## src/hdl/lrt_pkg.sv

```systemverilog
`timescale 1ns / 1ps
// ----------------------------------------------------------------------------
// lrt_pkg
// Shared types, constants and helpers for the longest-prefix route table.
// ----------------------------------------------------------------------------
package lrt_pkg;

   localparam int ENTRIES = 16;
   localparam int IDX_W   = (ENTRIES > 1) ? $clog2(ENTRIES) : 1;
   localparam int ADDR_W  = 32;
   localparam int LEN_W   = 6;
   localparam int PORT_W  = 8;

   localparam logic [LEN_W-1:0] MAX_LEN = LEN_W'(ADDR_W);
   localparam logic [IDX_W-1:0] LAST_IDX = IDX_W'(ENTRIES - 1);

   // request actions
   typedef enum logic [1:0] {
      ACT_INSERT = 2'd0,
      ACT_LOOKUP = 2'd1,
      ACT_DELETE = 2'd2
   } action_type;

   // response status codes
   typedef enum logic [1:0] {
      STS_OK       = 2'd0,
      STS_NOTFOUND = 2'd1,
      STS_DUP      = 2'd2,
      STS_FULL     = 2'd3
   } status_type;

   typedef enum logic [1:0] {
      ST_IDLE,
      ST_SCAN,
      ST_FINISH
   } state_type;

   // one table slot as read from the store
   typedef struct packed {
      logic              valid;
      logic [ADDR_W-1:0] prefix;
      logic [LEN_W-1:0]  len;
      logic [PORT_W-1:0] port;
      logic [ADDR_W-1:0] hop;
   } slot_type;

   // write command to the store
   typedef struct packed {
      logic              ins_en;
      logic              del_en;
      logic [IDX_W-1:0]  idx;
      logic [ADDR_W-1:0] prefix;
      logic [LEN_W-1:0]  len;
      logic [PORT_W-1:0] port;
      logic [ADDR_W-1:0] hop;
   } wr_type;

   // prefix mask for a length of 0..32; length 0 gives an empty mask
   function automatic logic [ADDR_W-1:0] len_mask(input logic [LEN_W-1:0] len);
      logic [ADDR_W-1:0] ones;
      ones = '1;
      return ~(ones >> len);
   endfunction

endpackage

```

## src/hdl/lrt_store.sv

```systemverilog
`timescale 1ns / 1ps
// ----------------------------------------------------------------------------
// lrt_store
// Route slot storage: per-slot valid flops plus field memories with one
// write port and one registered read port.
// ----------------------------------------------------------------------------
module lrt_store
   import lrt_pkg::*;
(
   input  logic             clock,
   input  logic             reset,
   input  logic [IDX_W-1:0] rd_idx,
   input  wr_type           wr,
   output slot_type         rd_data
);

   logic [ENTRIES-1:0] valid_ff;
   logic [ENTRIES-1:0] valid_in;
   logic [ADDR_W-1:0]  prefix_mem [ENTRIES];
   logic [LEN_W-1:0]   len_mem    [ENTRIES];
   logic [PORT_W-1:0]  port_mem   [ENTRIES];
   logic [ADDR_W-1:0]  hop_mem    [ENTRIES];
   slot_type           rd_ff;

   // set on insert, drop on delete
   always_comb begin
      valid_in = valid_ff;
      if (wr.ins_en) begin
         valid_in[wr.idx] = 1'b1;
      end
      if (wr.del_en) begin
         valid_in[wr.idx] = 1'b0;
      end
   end

   always_ff @(posedge clock) begin
      if (reset) begin
         valid_ff <= '0;
      end else begin
         valid_ff <= valid_in;
      end
   end

   // write fields on insert
   always_ff @(posedge clock) begin
      if (wr.ins_en) begin
         prefix_mem[wr.idx] <= wr.prefix;
         len_mem[wr.idx]    <= wr.len;
         port_mem[wr.idx]   <= wr.port;
         hop_mem[wr.idx]    <= wr.hop;
      end
   end

   // registered read
   always_ff @(posedge clock) begin
      rd_ff.valid  <= valid_ff[rd_idx];
      rd_ff.prefix <= prefix_mem[rd_idx];
      rd_ff.len    <= len_mem[rd_idx];
      rd_ff.port   <= port_mem[rd_idx];
      rd_ff.hop    <= hop_mem[rd_idx];
   end

   assign rd_data = rd_ff;

endmodule

```

## src/hdl/lrt_match.sv

```systemverilog
`timescale 1ns / 1ps
// ----------------------------------------------------------------------------
// lrt_match
// Shared prefix compare unit: masks and compares one slot against the key,
// either as an exact route match or as an address cover test.
// ----------------------------------------------------------------------------
module lrt_match
   import lrt_pkg::*;
(
   input  logic              exact_mode,
   input  logic [ADDR_W-1:0] key_addr,
   input  logic [LEN_W-1:0]  key_len,
   input  slot_type          slot,
   output logic              hit
);

   logic [LEN_W-1:0]  mask_len;
   logic [ADDR_W-1:0] mask;
   logic              bits_eq;
   logic              len_ok;

   // exact match masks by the key length, cover test by the slot length
   always_comb begin
      mask_len = exact_mode ? key_len : slot.len;
      mask     = len_mask(mask_len);
      bits_eq  = ((key_addr ^ slot.prefix) & mask) == '0;
      len_ok   = !exact_mode || (slot.len == key_len);
      hit      = slot.valid && bits_eq && len_ok;
   end

endmodule

```

## src/hdl/longest_prefix_route_table.sv

```systemverilog
`timescale 1ns / 1ps
// ----------------------------------------------------------------------------
// longest_prefix_route_table
// IPv4 route table with insert, longest-prefix lookup and delete, walking
// every slot through one shared compare unit.
//
//   channel   direction  ports
//   req_      in         req_valid/req_ready, action, address, prefix_len,
//                        port_in, hop_in
//   rsp_      out        rsp_valid/rsp_ready, status, port_out, hop_out,
//                        matched_len
//
// Each request walks the table before a response is loaded: the scan reads
// one slot per cycle from the store, whose read is registered, and a finish
// step then commits. req_ready is high only while idle. A stalled response
// holds the finish step until the output register frees. Synchronous reset
// empties the table at once; no clearing pass.
// ----------------------------------------------------------------------------
module longest_prefix_route_table
   import lrt_pkg::*;
(
   input  logic              clock,
   input  logic              reset,
   input  logic              req_valid,
   output logic              req_ready,
   input  logic [1:0]        req_action,
   input  logic [ADDR_W-1:0] req_address,
   input  logic [LEN_W-1:0]  req_prefix_len,
   input  logic [PORT_W-1:0] req_port_in,
   input  logic [ADDR_W-1:0] req_hop_in,
   output logic              rsp_valid,
   input  logic              rsp_ready,
   output logic [1:0]        rsp_status,
   output logic [PORT_W-1:0] rsp_port_out,
   output logic [ADDR_W-1:0] rsp_hop_out,
   output logic [LEN_W-1:0]  rsp_matched_len
);

   state_type         state_ff, state_in;
   // request registers
   logic [1:0]        act_ff, act_in;
   logic [ADDR_W-1:0] addr_ff, addr_in;
   logic [LEN_W-1:0]  len_ff, len_in;
   logic [PORT_W-1:0] port_ff, port_in;
   logic [ADDR_W-1:0] hop_ff, hop_in;
   // scan control
   logic [IDX_W-1:0]  issue_idx_ff, issue_idx_in;
   logic              issue_on_ff, issue_on_in;
   logic [IDX_W-1:0]  eval_idx_ff, eval_idx_in;
   logic              eval_on_ff, eval_on_in;
   logic              eval_last_ff, eval_last_in;
   // search results
   logic              found_ff, found_in;
   logic [IDX_W-1:0]  best_idx_ff, best_idx_in;
   logic [LEN_W-1:0]  best_len_ff, best_len_in;
   logic [PORT_W-1:0] best_port_ff, best_port_in;
   logic [ADDR_W-1:0] best_hop_ff, best_hop_in;
   logic              free_found_ff, free_found_in;
   logic [IDX_W-1:0]  free_idx_ff, free_idx_in;
   // response register
   logic              rsp_valid_ff, rsp_valid_in;
   logic [1:0]        rsp_status_ff, rsp_status_in;
   logic [PORT_W-1:0] rsp_port_ff, rsp_port_in;
   logic [ADDR_W-1:0] rsp_hop_ff, rsp_hop_in;
   logic [LEN_W-1:0]  rsp_len_ff, rsp_len_in;

   logic              accept;
   logic              out_free;
   logic              exact_mode;
   logic              hit;
   logic              take;
   slot_type          slot;
   wr_type            wr;

   lrt_store u_store (
      .clock   (clock),
      .reset   (reset),
      .rd_idx  (issue_idx_ff),
      .wr      (wr),
      .rd_data (slot)
   );

   lrt_match u_match (
      .exact_mode (exact_mode),
      .key_addr   (addr_ff),
      .key_len    (len_ff),
      .slot       (slot),
      .hit        (hit)
   );

   assign req_ready  = (state_ff == ST_IDLE);
   assign accept     = req_valid && req_ready;
   assign out_free   = !rsp_valid_ff || rsp_ready;
   assign exact_mode = (act_ff != ACT_LOOKUP);

   // lookup keeps the strictly longer cover; insert and delete keep the first
   assign take = hit && (!found_ff || (!exact_mode && (slot.len > best_len_ff)));

   // sequencer: next state, scan bookkeeping, commit and response load
   always_comb begin
      state_in      = state_ff;
      act_in        = act_ff;
      addr_in       = addr_ff;
      len_in        = len_ff;
      port_in       = port_ff;
      hop_in        = hop_ff;
      issue_idx_in  = issue_idx_ff;
      issue_on_in   = issue_on_ff;
      eval_on_in    = issue_on_ff;
      eval_idx_in   = issue_idx_ff;
      eval_last_in  = (issue_idx_ff == LAST_IDX);
      found_in      = found_ff;
      best_idx_in   = best_idx_ff;
      best_len_in   = best_len_ff;
      best_port_in  = best_port_ff;
      best_hop_in   = best_hop_ff;
      free_found_in = free_found_ff;
      free_idx_in   = free_idx_ff;
      rsp_valid_in  = rsp_valid_ff && !rsp_ready;
      rsp_status_in = rsp_status_ff;
      rsp_port_in   = rsp_port_ff;
      rsp_hop_in    = rsp_hop_ff;
      rsp_len_in    = rsp_len_ff;
      wr            = '0;
      wr.prefix     = addr_ff;
      wr.len        = len_ff;
      wr.port       = port_ff;
      wr.hop        = hop_ff;
      wr.idx        = (act_ff == ACT_INSERT) ? free_idx_ff : best_idx_ff;

      case (state_ff)
         ST_IDLE: begin
            if (accept) begin
               act_in        = req_action;
               addr_in       = req_address;
               len_in        = (req_prefix_len > MAX_LEN) ? MAX_LEN : req_prefix_len;
               port_in       = req_port_in;
               hop_in        = req_hop_in;
               issue_idx_in  = '0;
               issue_on_in   = 1'b1;
               found_in      = 1'b0;
               free_found_in = 1'b0;
               state_in      = ST_SCAN;
            end
         end
         ST_SCAN: begin
            // advance the read pointer until the last slot is issued
            if (issue_on_ff) begin
               if (issue_idx_ff == LAST_IDX) begin
                  issue_on_in = 1'b0;
               end else begin
                  issue_idx_in = issue_idx_ff + 1'b1;
               end
            end
            // evaluate the slot read last cycle
            if (eval_on_ff) begin
               if (take) begin
                  found_in     = 1'b1;
                  best_idx_in  = eval_idx_ff;
                  best_len_in  = slot.len;
                  best_port_in = slot.port;
                  best_hop_in  = slot.hop;
               end
               if (!slot.valid && !free_found_ff) begin
                  free_found_in = 1'b1;
                  free_idx_in   = eval_idx_ff;
               end
               if (eval_last_ff) begin
                  state_in = ST_FINISH;
               end
            end
         end
         ST_FINISH: begin
            // commit the table change and load the response once it is free
            if (out_free) begin
               rsp_valid_in  = 1'b1;
               rsp_status_in = STS_NOTFOUND;
               rsp_port_in   = '0;
               rsp_hop_in    = '0;
               rsp_len_in    = '0;
               case (act_ff)
                  ACT_INSERT: begin
                     if (found_ff) begin
                        rsp_status_in = STS_DUP;
                     end else if (free_found_ff) begin
                        wr.ins_en     = 1'b1;
                        rsp_status_in = STS_OK;
                     end else begin
                        rsp_status_in = STS_FULL;
                     end
                  end
                  ACT_LOOKUP: begin
                     if (found_ff) begin
                        rsp_status_in = STS_OK;
                        rsp_port_in   = best_port_ff;
                        rsp_hop_in    = best_hop_ff;
                        rsp_len_in    = best_len_ff;
                     end
                  end
                  ACT_DELETE: begin
                     if (found_ff) begin
                        wr.del_en     = 1'b1;
                        rsp_status_in = STS_OK;
                     end
                  end
                  default: begin
                     rsp_status_in = STS_NOTFOUND;
                  end
               endcase
               state_in = ST_IDLE;
            end
         end
         default: begin
            state_in = ST_IDLE;
         end
      endcase
   end

   // control registers
   always_ff @(posedge clock) begin
      if (reset) begin
         state_ff      <= ST_IDLE;
         issue_on_ff   <= 1'b0;
         eval_on_ff    <= 1'b0;
         found_ff      <= 1'b0;
         free_found_ff <= 1'b0;
         rsp_valid_ff  <= 1'b0;
      end else begin
         state_ff      <= state_in;
         issue_on_ff   <= issue_on_in;
         eval_on_ff    <= eval_on_in;
         found_ff      <= found_in;
         free_found_ff <= free_found_in;
         rsp_valid_ff  <= rsp_valid_in;
      end
   end

   // payload registers
   always_ff @(posedge clock) begin
      act_ff        <= act_in;
      addr_ff       <= addr_in;
      len_ff        <= len_in;
      port_ff       <= port_in;
      hop_ff        <= hop_in;
      issue_idx_ff  <= issue_idx_in;
      eval_idx_ff   <= eval_idx_in;
      eval_last_ff  <= eval_last_in;
      best_idx_ff   <= best_idx_in;
      best_len_ff   <= best_len_in;
      best_port_ff  <= best_port_in;
      best_hop_ff   <= best_hop_in;
      free_idx_ff   <= free_idx_in;
      rsp_status_ff <= rsp_status_in;
      rsp_port_ff   <= rsp_port_in;
      rsp_hop_ff    <= rsp_hop_in;
      rsp_len_ff    <= rsp_len_in;
   end

   assign rsp_valid       = rsp_valid_ff;
   assign rsp_status      = rsp_status_ff;
   assign rsp_port_out    = rsp_port_ff;
   assign rsp_hop_out     = rsp_hop_ff;
   assign rsp_matched_len = rsp_len_ff;

endmodule

```

## config.mk

```make
export PLATFORM = sky130hd
export DESIGN_NAME = longest_prefix_route_table
export DESIGN_NICKNAME = d
export VERILOG_FILES = /design/src/hdl/lrt_pkg.sv /design/src/hdl/lrt_store.sv /design/src/hdl/lrt_match.sv /design/src/hdl/longest_prefix_route_table.sv
export SDC_FILE = /design/constraint.sdc
export NUM_CORES = 1
export LEC_CHECK = 0
export ABC_AREA = 1
export BUFFER_PORTS_ARGS = -buffer_cell sky130_fd_sc_hd__buf_2
export CAP_MARGIN = 15
export CORE_ASPECT_RATIO = 0.8
export CORE_MARGIN = 10
export CORE_UTILIZATION = 50
export CTS_BUF_LIST = sky130_fd_sc_hd__clkbuf_16
export DETAILED_ROUTE_END_ITERATION = 10
export GPL_ROUTABILITY_DRIVEN = 0
export PLACE_DENSITY = 0.66
export SLEW_MARGIN = 20
export SYNTH_ARGS = -nofsm -noshare
export SYNTH_HDL_FRONTEND = slang
export SYNTH_HIERARCHICAL = 1
export SYNTH_SLANG_ARGS = --single-unit
```

## constraint.sdc

```tcl
create_clock -name clock -period 10.6 [get_ports clock]
set_clock_uncertainty 0.15 [all_clocks]
set_input_delay 2.12 -clock clock [delete_from_list [all_inputs] [get_ports clock]]
set_output_delay 2.12 -clock clock [all_outputs]
set_load 0.005 [all_outputs]
```

# After elaboration in Yosys (flattened, before gate mapping)
# Memories as Yosys holds them, arrays and structs flattened. A register that Yosys moved wholly into a read port is not among the register bits.
# Cells that the tools add are included.
[word_totals]
register_bits = 215
input_bits = 84
mem_bits_rw = 1248
mem_count = 4
word_cells = 132
[memory_table]
columns = ["memory", "depth", "width", "rd", "rd_clocked_by_memory_dff", "wr", "line", "rtl"]
rows = [
  ["u_store.hop_mem", 16, 32, 1, 1, 1, "lrt_store.sv:22", "logic [ADDR_W-1:0] hop_mem [ENTRIES];"],
  ["u_store.prefix_mem", 16, 32, 1, 1, 1, "lrt_store.sv:19", "logic [ADDR_W-1:0] prefix_mem [ENTRIES];"],
  ["u_store.port_mem", 16, 8, 1, 1, 1, "lrt_store.sv:21", "logic [PORT_W-1:0] port_mem [ENTRIES];"],
  ["u_store.len_mem", 16, 6, 1, 1, 1, "lrt_store.sv:20", "logic [LEN_W-1:0] len_mem [ENTRIES];"],
]
[classes]
n_bitwise = 6
order_cmp = 5
n_reduce_logical = 32
eq_ne = 15
n_mux = 43
addsub = 1
shift = 1
[ops]
columns = ["cell", "n"]
rows = [
  ["AND 32 bit", 1],
  ["logical NOT 32 bit", 1],
  ["two-way mux 16 bit", 2],
  ["NOT 32 bit", 1],
  [">> shifter 32 x 6 -> 32 bit, first input constant", 1],
  ["bitwise XOR 32 bit", 1],
  ["two-way mux 1 bit", 20],
  ["AND 16 bit", 1],
  ["two-way mux 2 bit", 8],
  ["two-way mux 4 bit", 4],
  ["NOT 16 bit", 1],
  ["OR 16 bit", 1],
  ["AND reduction 4 bit", 4],
  ["inequality test 2 bit, second input constant", 7],
  ["< comparator 4 x 5 -> 1 bit, second input constant", 2],
  ["logical AND 1 bit", 8],
  ["one-hot mux 4 bit (2 select lines)", 1],
  ["AND reduction 2 bit", 4],
  ["equality test 6 bit", 1],
  ["> comparator 6 bit", 1],
  ["> comparator 6 bit, second input constant", 1],
  ["logical NOT 1 bit", 6],
  ["two-way mux 6 bit", 1],
  ["one-hot mux 1 bit (2 select lines)", 3],
  ["15 further kinds", 22],
]

# Logic depth before layout (Yosys ltp)
# Gate-level depths: netlist of run 1.
[logic_depth]
depth_word = 12
mapped_depth = 23
depth_no_buf = 22

# By module
# The synthesis of run 1 kept the hierarchy.
[by_module_without_submodules]
columns = ["mod", "cells_each", "area_per_inst_um2", "seq_area_each_um2", "instances"]
rows = [
  ["lrt_store", 5254, 55553.3, 39377.8, 1],
  ["longest_prefix_route_table", 419, 6820.3, 5825.6, 1],
  ["lrt_match", 227, 1089.8, 0.0, 1],
]

# Worst setup path after synthesis of run 1
# No wires, ideal clock.
[synth_timing]
path_type = "input -> register"
startpoint = "input rsp_ready"
endpoint = "memory u_store.hop_mem[15][0] (enable)"
slack_ps = 1700
required_time_ps = 9934
arrival_ps = 8233
stages = 7
path_cell_list = "nor2_1 > nor2_1 > inv_1 > nor4_1 > inv_1 > clkbuf_1 > nor2_1"
[synth_lines]
columns = ["element", "line", "rtl"]
rows = [
  ["start: declaration", "longest_prefix_route_table.sv:32", "input logic rsp_ready,"],
  ["end: declaration", "lrt_store.sv:22", ""],
]

==> metrics.txt, run 1 <==
antenna viol nets, final 0; CTS H-tree depth 4; Area Overhead vs Synth 10.91%; critical path startpoint category primary input; CP Data Arrival Time 5.70 ns; # nets final 6074; die area 141700 µm²; CP most frequent cell buf_4; Post-synth EDFFs 1434; Post-Syn Nets 5995; initial detailed-routing violation count 3881; Fin Setup TNS 0 ns; Crit Path Class in -> reg; Hold Fails Final Rpt 0; WL/cell 19.45 µm; FP Rows 116; max-cap viol count 0; Setup Fix Bufs, Post-CTS 0; top cells by area, synth edfxtp_1, nand2_1, nand3_1, inv_1, dfxtp_1; slew margin rel. 19.56%; vias in the first global route 39154; DP Worst Slack 4.130 ns; Internal Power 10.96 mW; top-count cell post-synth nand2_1; GR Overflow Total 0; final WL 150900 µm; Critical Path Sink Type flip-flop; Port-buffer cells 133; first-pass GRT wire length 231200 µm; Synth Flop Type edfxtp_1; synthesized netlist cell count 5900; worst-path maximum fanout 55; synth warn 6; Final Max Tran Viols 0; P per Cell Area 226.7 nW/µm²; top cells by count, synth nand2_1, edfxtp_1, inv_1, nand3_1, buf_2; status finished, final reports clean; Root Driver clkbuf_16; largest net degree at the start of global routing 217; drt first pass iters 5; Die X-Extent 418.3 µm; vias 40375; GR Layer Usage met3 3.621%; Period Utilization, post-route 51.56%; Via-to-Cell Ratio 5.206; DP HPWL 78160 µm; most used routing layer met2; min-delay worst type reg -> reg; Setup Viol. Count Final 0; ratio of cells with drive above 1 in the final layout 7.177%; worst setup margin 5.134 ns; FMAX 0.1830 GHz; slowest stage delay, CP 0.96 ns; Worst path slowest cell buf_4; Sequential Power Share 46.9%; total core area 125500 µm²; Period minus WS final 5.466 ns; CTS tree done; GRT met2 Usage 33.78%; clock network power share 32.1%; met1 GRT Util 28.31%; Leak 29.81 nW; Sw Share 31.27%; Clock Pin Slew Worst Setup and Hold Paths 0.06 ns; IO Count 134; Mapped Area 63460 µm²; Initial Util 50.55%; DRC 0; VDD IR-drop max 0.2046 mV; Comb power frac 21.0%; CTS Buf Count 150; hold buffers post-CTS 0; CTS Buffer Depth 3; FFs w/ async S/R, synth 0%; Worst-Skew Late Latency 0.79 ns; CTS sink count 1541; synthesized area per cell 10.76 µm²; total net switching power 4.989 mW; Seq cells post-synth 1541; gr usage total 20.90%; unrepaired setup endpoints after global routing no; post-synth cell types 32; Req. time, crit path 10.84 ns; Least-Margin Pin Slew 1.207 ns; die extent in y 338.7 µm; crit-path cells buf_2 -> nor2_1 -> nor2_4 -> buf_4 -> inv_1 -> nor4_1 -> inv_1 -> buf_4 -> nor2_4 -> buf_4; register area share after synthesis 71.23%; Yosys top cell by area edfxtp_1; initial antenna violation count 3; Resized Gates After CTS 0; post-synth top area share 67.85%
## logic make-up after synthesis
group           Yosys count  synth area share [%]
xor+xnor                 33                0.4554
fa+ha+maj                11                0.2169
buf+inv                1340                 8.371
compound gates           45                0.4180
simple gates           2930                 19.31
flops                  1541                 71.23
## routing by layer
metal | routed length [µm] | vias to the layer above | share of wire [%]
met2 | 71280 | 1427 | 47
met3 | 10810 | 271 | 7.2
met4 | 4793 | 2 | 3.2
met5 | 9 | - | 0.0060
li1 | - | 19224 | -
met1 | 63990 | 19451 | 42
## final timing paths
kind / startpoint / endpoint / slack [ns] / cells past startpoint
min: u_store/rd_data[4] / best_hop_ff[4] / 0.23 / 0
min reg2reg: u_store/rd_data[4] / best_hop_ff[4] / 0.23 / 0
max: rsp_ready / u_store/hop_mem[4][12] / 5.13 / 10
max reg2reg: state_ff[1] / u_store/hop_mem[4][12] / 6.02 / 11
## cell type report
type	count	area (µm²)
antenna	1	2.502
clock buffer	152	3804
clock inverter	124	885.9
fill	10278	55160
inverter	1065	4025
multi-input combinational	3019	13090
sequential	1541	45200
tap	1652	2067
timing repair buffer	202	1308
## cell usage in the layout (no fill, tap or decap), types with 2 or more instances in the layout
cell / instances
xnor2_1: 7
inv_6: 6
xor2_1: 26
clkbuf_16: 152
nand3_1: 970
buf_4: 59
clkinv_8: 5
nand2_1: 1814
nand2_2: 5
edfxtp_1: 1434
nor2_1: 113
nand4_1: 2
o22ai_1: 13
clkinv_4: 2
inv_2: 2
nor2_2: 2
inv_1: 1102
a21oi_1: 10
dfxtp_1: 107
clkinv_2: 24
o21ai_0: 16
buf_2: 133
inv_8: 3
nor2_4: 20
clkinv_1: 33
buf_12: 8
a31oi_1: 2
bufinv_16: 11
ha_1: 11
## power groups by stage
stage                     Clock [mW]  Sequential, mW  Combinational (mW)
after floorplan                    0            7.51                2.28
after global placement             0            7.61                3.29
final                           5.12            7.49                3.35
after CTS                       5.22            7.49                3.34
after detailed placement           0            7.62                3.32
after global routing            5.45            7.53                3.70
## sequential cells by signal, indices dropped and copies added (netlist names), 6 cells and up
name and cells:
rsp_port_out 8, port_ff 8, addr_ff 32, best_hop_ff 32, u_store/rd_data 79, u_store/port_mem 128, best_len_ff 6, u_store/prefix_mem 512
len_ff 6, u_store/hop_mem 512, rsp_hop_out 32, rsp_matched_len 6, best_port_ff 8, u_store/valid_ff 16, hop_ff 32, u_store/len_mem 96
## stage by stage
stage,hold WS [ns],power [mW],instance area (µm²),std cells,util (%)
3_5_place_dp,0.2387,10.94,65650,7477,52.29
6_report,0.2340,15.95,70390,7756,56.06
5_1_grt,0.2366,16.68,70380,7755,56.06
4_1_cts,0.2309,16.05,70340,7753,56.02
2_1_floorplan,0.2146,9.795,63460,5900,-
3_3_place_gp,0.2367,10.89,65640,7477,52.29
## worst max-delay path: cells and delay by family
family / cells / cell delay (ns)
buffers and inverters: 6 / 2.24
and+or+nand+nor: 4 / 1.21
Power figures use the tool's default switching activity.
==> inputs of run 2 (changes only) <==
clock period = 5.6 ns   (was 10.6 ns; I/O delays follow)
==> run 2 against run 1 <==
Against the previous run: combinational power is 84% higher; worst hold slack improved by 0.018 ns; critical endpoint is now best_hop_ff[26]; global-route usage increased by 0.48 points; final cell count hardly changed.
==> metrics.txt, run 2 (same netlist as run 1, synthesis figures left out) <==
status finished, final reports clean (unchanged); largest net degree at the start of global routing 198 (was 217); Req. time, crit path 5.83 ns (was 10.84 ns); Initial Util 50.55% (unchanged); Fin Setup TNS 0 ns (unchanged); GR Overflow Total 0 (unchanged); vias in the first global route 39438 (was 39154); antenna viol nets, final 0 (unchanged); Worst R2R End best_hop_ff[26] (was u_store/hop_mem[4][12]); Least-Margin Pin Slew 1.110 ns (was 1.207 ns); initial detailed-routing violation count 4167 (was 3881); slew margin rel. 26.01% (was 19.56%); Worst-Skew Late Latency 0.77 ns (was 0.79 ns); initial antenna violation count 5 (was 3); worst-path maximum fanout 50 (was 55); Hold Fails Final Rpt 0 (unchanged); CTS H-tree depth 4 (unchanged); WL/cell 19.91 µm (was 19.45 µm); Resized Gates After CTS 0 (unchanged); final WL 154500 µm (was 150900 µm); VDD IR-drop max 0.3783 mV (was 0.2046 mV); CTS Buf Count 150 (unchanged); Setup Fix Bufs, Post-CTS 0 (unchanged); buffers plus inverters on the worst setup path 6 (unchanged); P per Cell Area 424.3 nW/µm² (was 226.7 nW/µm²); Reg2Reg Depth 23 (was 11); Die X-Extent 418.3 µm (unchanged); Levels on crit path 23 (was 10); ratio of cells with drive above 1 in the final layout 7.242% (was 7.177%); Leak 29.82 nW (was 29.81 nW); commonest non-fill, non-tap cell in the layout nand2_1 (unchanged); hold buffers post-CTS 0 (unchanged); Largest regs u_store/hop_mem (512), u_store/prefix_mem (512), u_store/port_mem (128) (unchanged); Port-buffer cells 133 (unchanged); max-cap viol count 0 (unchanged); IO Count 134 (unchanged); Root Driver clkbuf_16 (unchanged); FMAX 0.2390 GHz; die extent in y 338.7 µm (unchanged); crit path capture best_hop_ff[26] (was u_store/hop_mem[4][12]); # nets final 6073 (was 6074); Critical Path Sink Type flip-flop (unchanged); CTS sink count 1541 (unchanged); Period Utilization, post-route 74.73%; DRC 0 (unchanged); die area 141700 µm² (unchanged); fin area 70530 µm² (was 70390 µm²); CTS tree done (unchanged); Period minus WS final 4.185 ns; Via-to-Cell Ratio 5.221 (was 5.206); drt first pass iters 6 (was 5); Area Overhead vs Synth 11.13% (was 10.91%); total core area 125500 µm² (unchanged); Clock Pin Slew Worst Setup and Hold Paths 0.05 ns (was 0.06 ns); DP HPWL 77060 µm (was 78160 µm); most frequent cells in the layout nand2_1, edfxtp_1, inv_1, nand3_1, clkbuf_16 (unchanged); vias 40503 (was 40375); slack of the worst reg-to-reg path 1.42 ns (was 6.02 ns); launching point of the worst reg2reg path act_ff[1] (was state_ff[1]); gr usage total 21.38% (was 20.90%); CP Data Arrival Time 4.41 ns (was 5.70 ns); Setup Viol. Count Final 0 (unchanged); Final Max Tran Viols 0 (unchanged); slowest stage delay, CP 0.71 ns (was 0.96 ns); Crit Path Class reg -> reg (was in -> reg); CP startpoint act_ff[1] (was rsp_ready); DP Area 65910 µm² (was 65650 µm²); CP delay by family, top simple AND/OR/NAND/NOR gates (was buffers and inverters); unrepaired setup endpoints after global routing no (unchanged); first-pass GRT wire length 235100 µm (was 231200 µm); CTS Buffer Depth 3 (unchanged); FP Rows 116 (unchanged); critical path startpoint category flip-flop (was primary input); crit-path cells inv_1 -> ha_1 -> inv_1 -> inv_2 -> nand2_1 -> nand2_1 -> nand2_1 -> nor2_2 -> nand2_1 -> nand2_1 -> nand2_1 -> inv_1 -> nand2_1 -> nor2_1 -> nand2_1 -> nor2_1 -> inv_1 -> nor2_1 -> nand2_1 -> nand2_1 -> nand2_1 -> nor2_4 -> buf_4 (was buf_2 -> nor2_1 -> nor2_4 -> buf_4 -> inv_1 -> nor4_1 -> inv_1 -> buf_4 -> nor2_4 -> buf_4); min-delay worst type reg -> reg (unchanged); CP most frequent cell nand2_1 (was buf_4); Worst path slowest cell buf_4 (unchanged)
run 2: metrics by stage:
step                hold slack (ns)  power (mW)  cells  util [%]  worst slack [ns]
floorplan                    0.2146       18.55   5900         -            0.3800
global placement             0.2356       20.52   7477     52.48             1.468
detailed placement           0.2387       20.60   7478     52.50             1.461
CTS                          0.2518       30.07   7755     56.17             1.437
global route                 0.2572       31.29   7758     56.18             1.076
finish                       0.2517       29.93   7758     56.18             1.415
run 2: final cells by class:
cell class,instances,area (µm²)
sequential,1541,45200
antenna,3,7.507
timing repair buffer,201,1534
inverter,1065,4020
fill,10378,55020
clock inverter,122,726.9
tap,1652,2067
clock buffer,155,3879
multi-input combinational,3019,13090
run 2: worst min path at each step:
stage                             start               to  cells past startpoint
floorplan                eval_idx_in[3]   eval_idx_ff[3]                      0
global placement    u_store/rd_data[15]  best_hop_ff[15]                      0
detailed placement  u_store/rd_data[11]  best_hop_ff[11]                      0
CTS                 u_store/rd_data[16]  best_hop_ff[16]                      0
global route         u_store/rd_data[2]   best_hop_ff[2]                      0
finish              u_store/rd_data[24]  best_hop_ff[24]                      0
run 2: worst register-to-register path: stages (launching register included):
cell	delay (ns)
edfxtp_1	0.43
inv_1	0.11
ha_1	0.20
inv_1	0.23
inv_2	0.23
nand2_1	0.07
nand2_1	0.27
nand2_1	0.13
nor2_2	0.19
nand2_1	0.08
nand2_1	0.06
nand2_1	0.06
inv_1	0.05
nand2_1	0.06
nor2_1	0.12
nand2_1	0.07
nor2_1	0.08
inv_1	0.05
nor2_1	0.10
nand2_1	0.06
nand2_1	0.05
nand2_1	0.09
nor2_4	0.09
buf_4	0.71
run 2: power by group:
group | switching (mW) | internal [mW] | total (mW) | leakage [nW]
Sequential | 0.655 | 13.6 | 14.3 | 13.9
Combinational | 4.43 | 1.73 | 6.16 | 13.5
Clock | 4.27 | 5.25 | 9.52 | 2.41
Total | 9.35 | 20.6 | 29.9 | 29.8
run 2: metal layers:
layer  part of all wire [%]  GRT usage (%)  routed length (µm)
met3                    7.0          3.030               10810
met2                     47          35.36               73200
met1                     43          29.01               65940
met4                    2.9          7.119                4505
met5                  0.013              0                  20
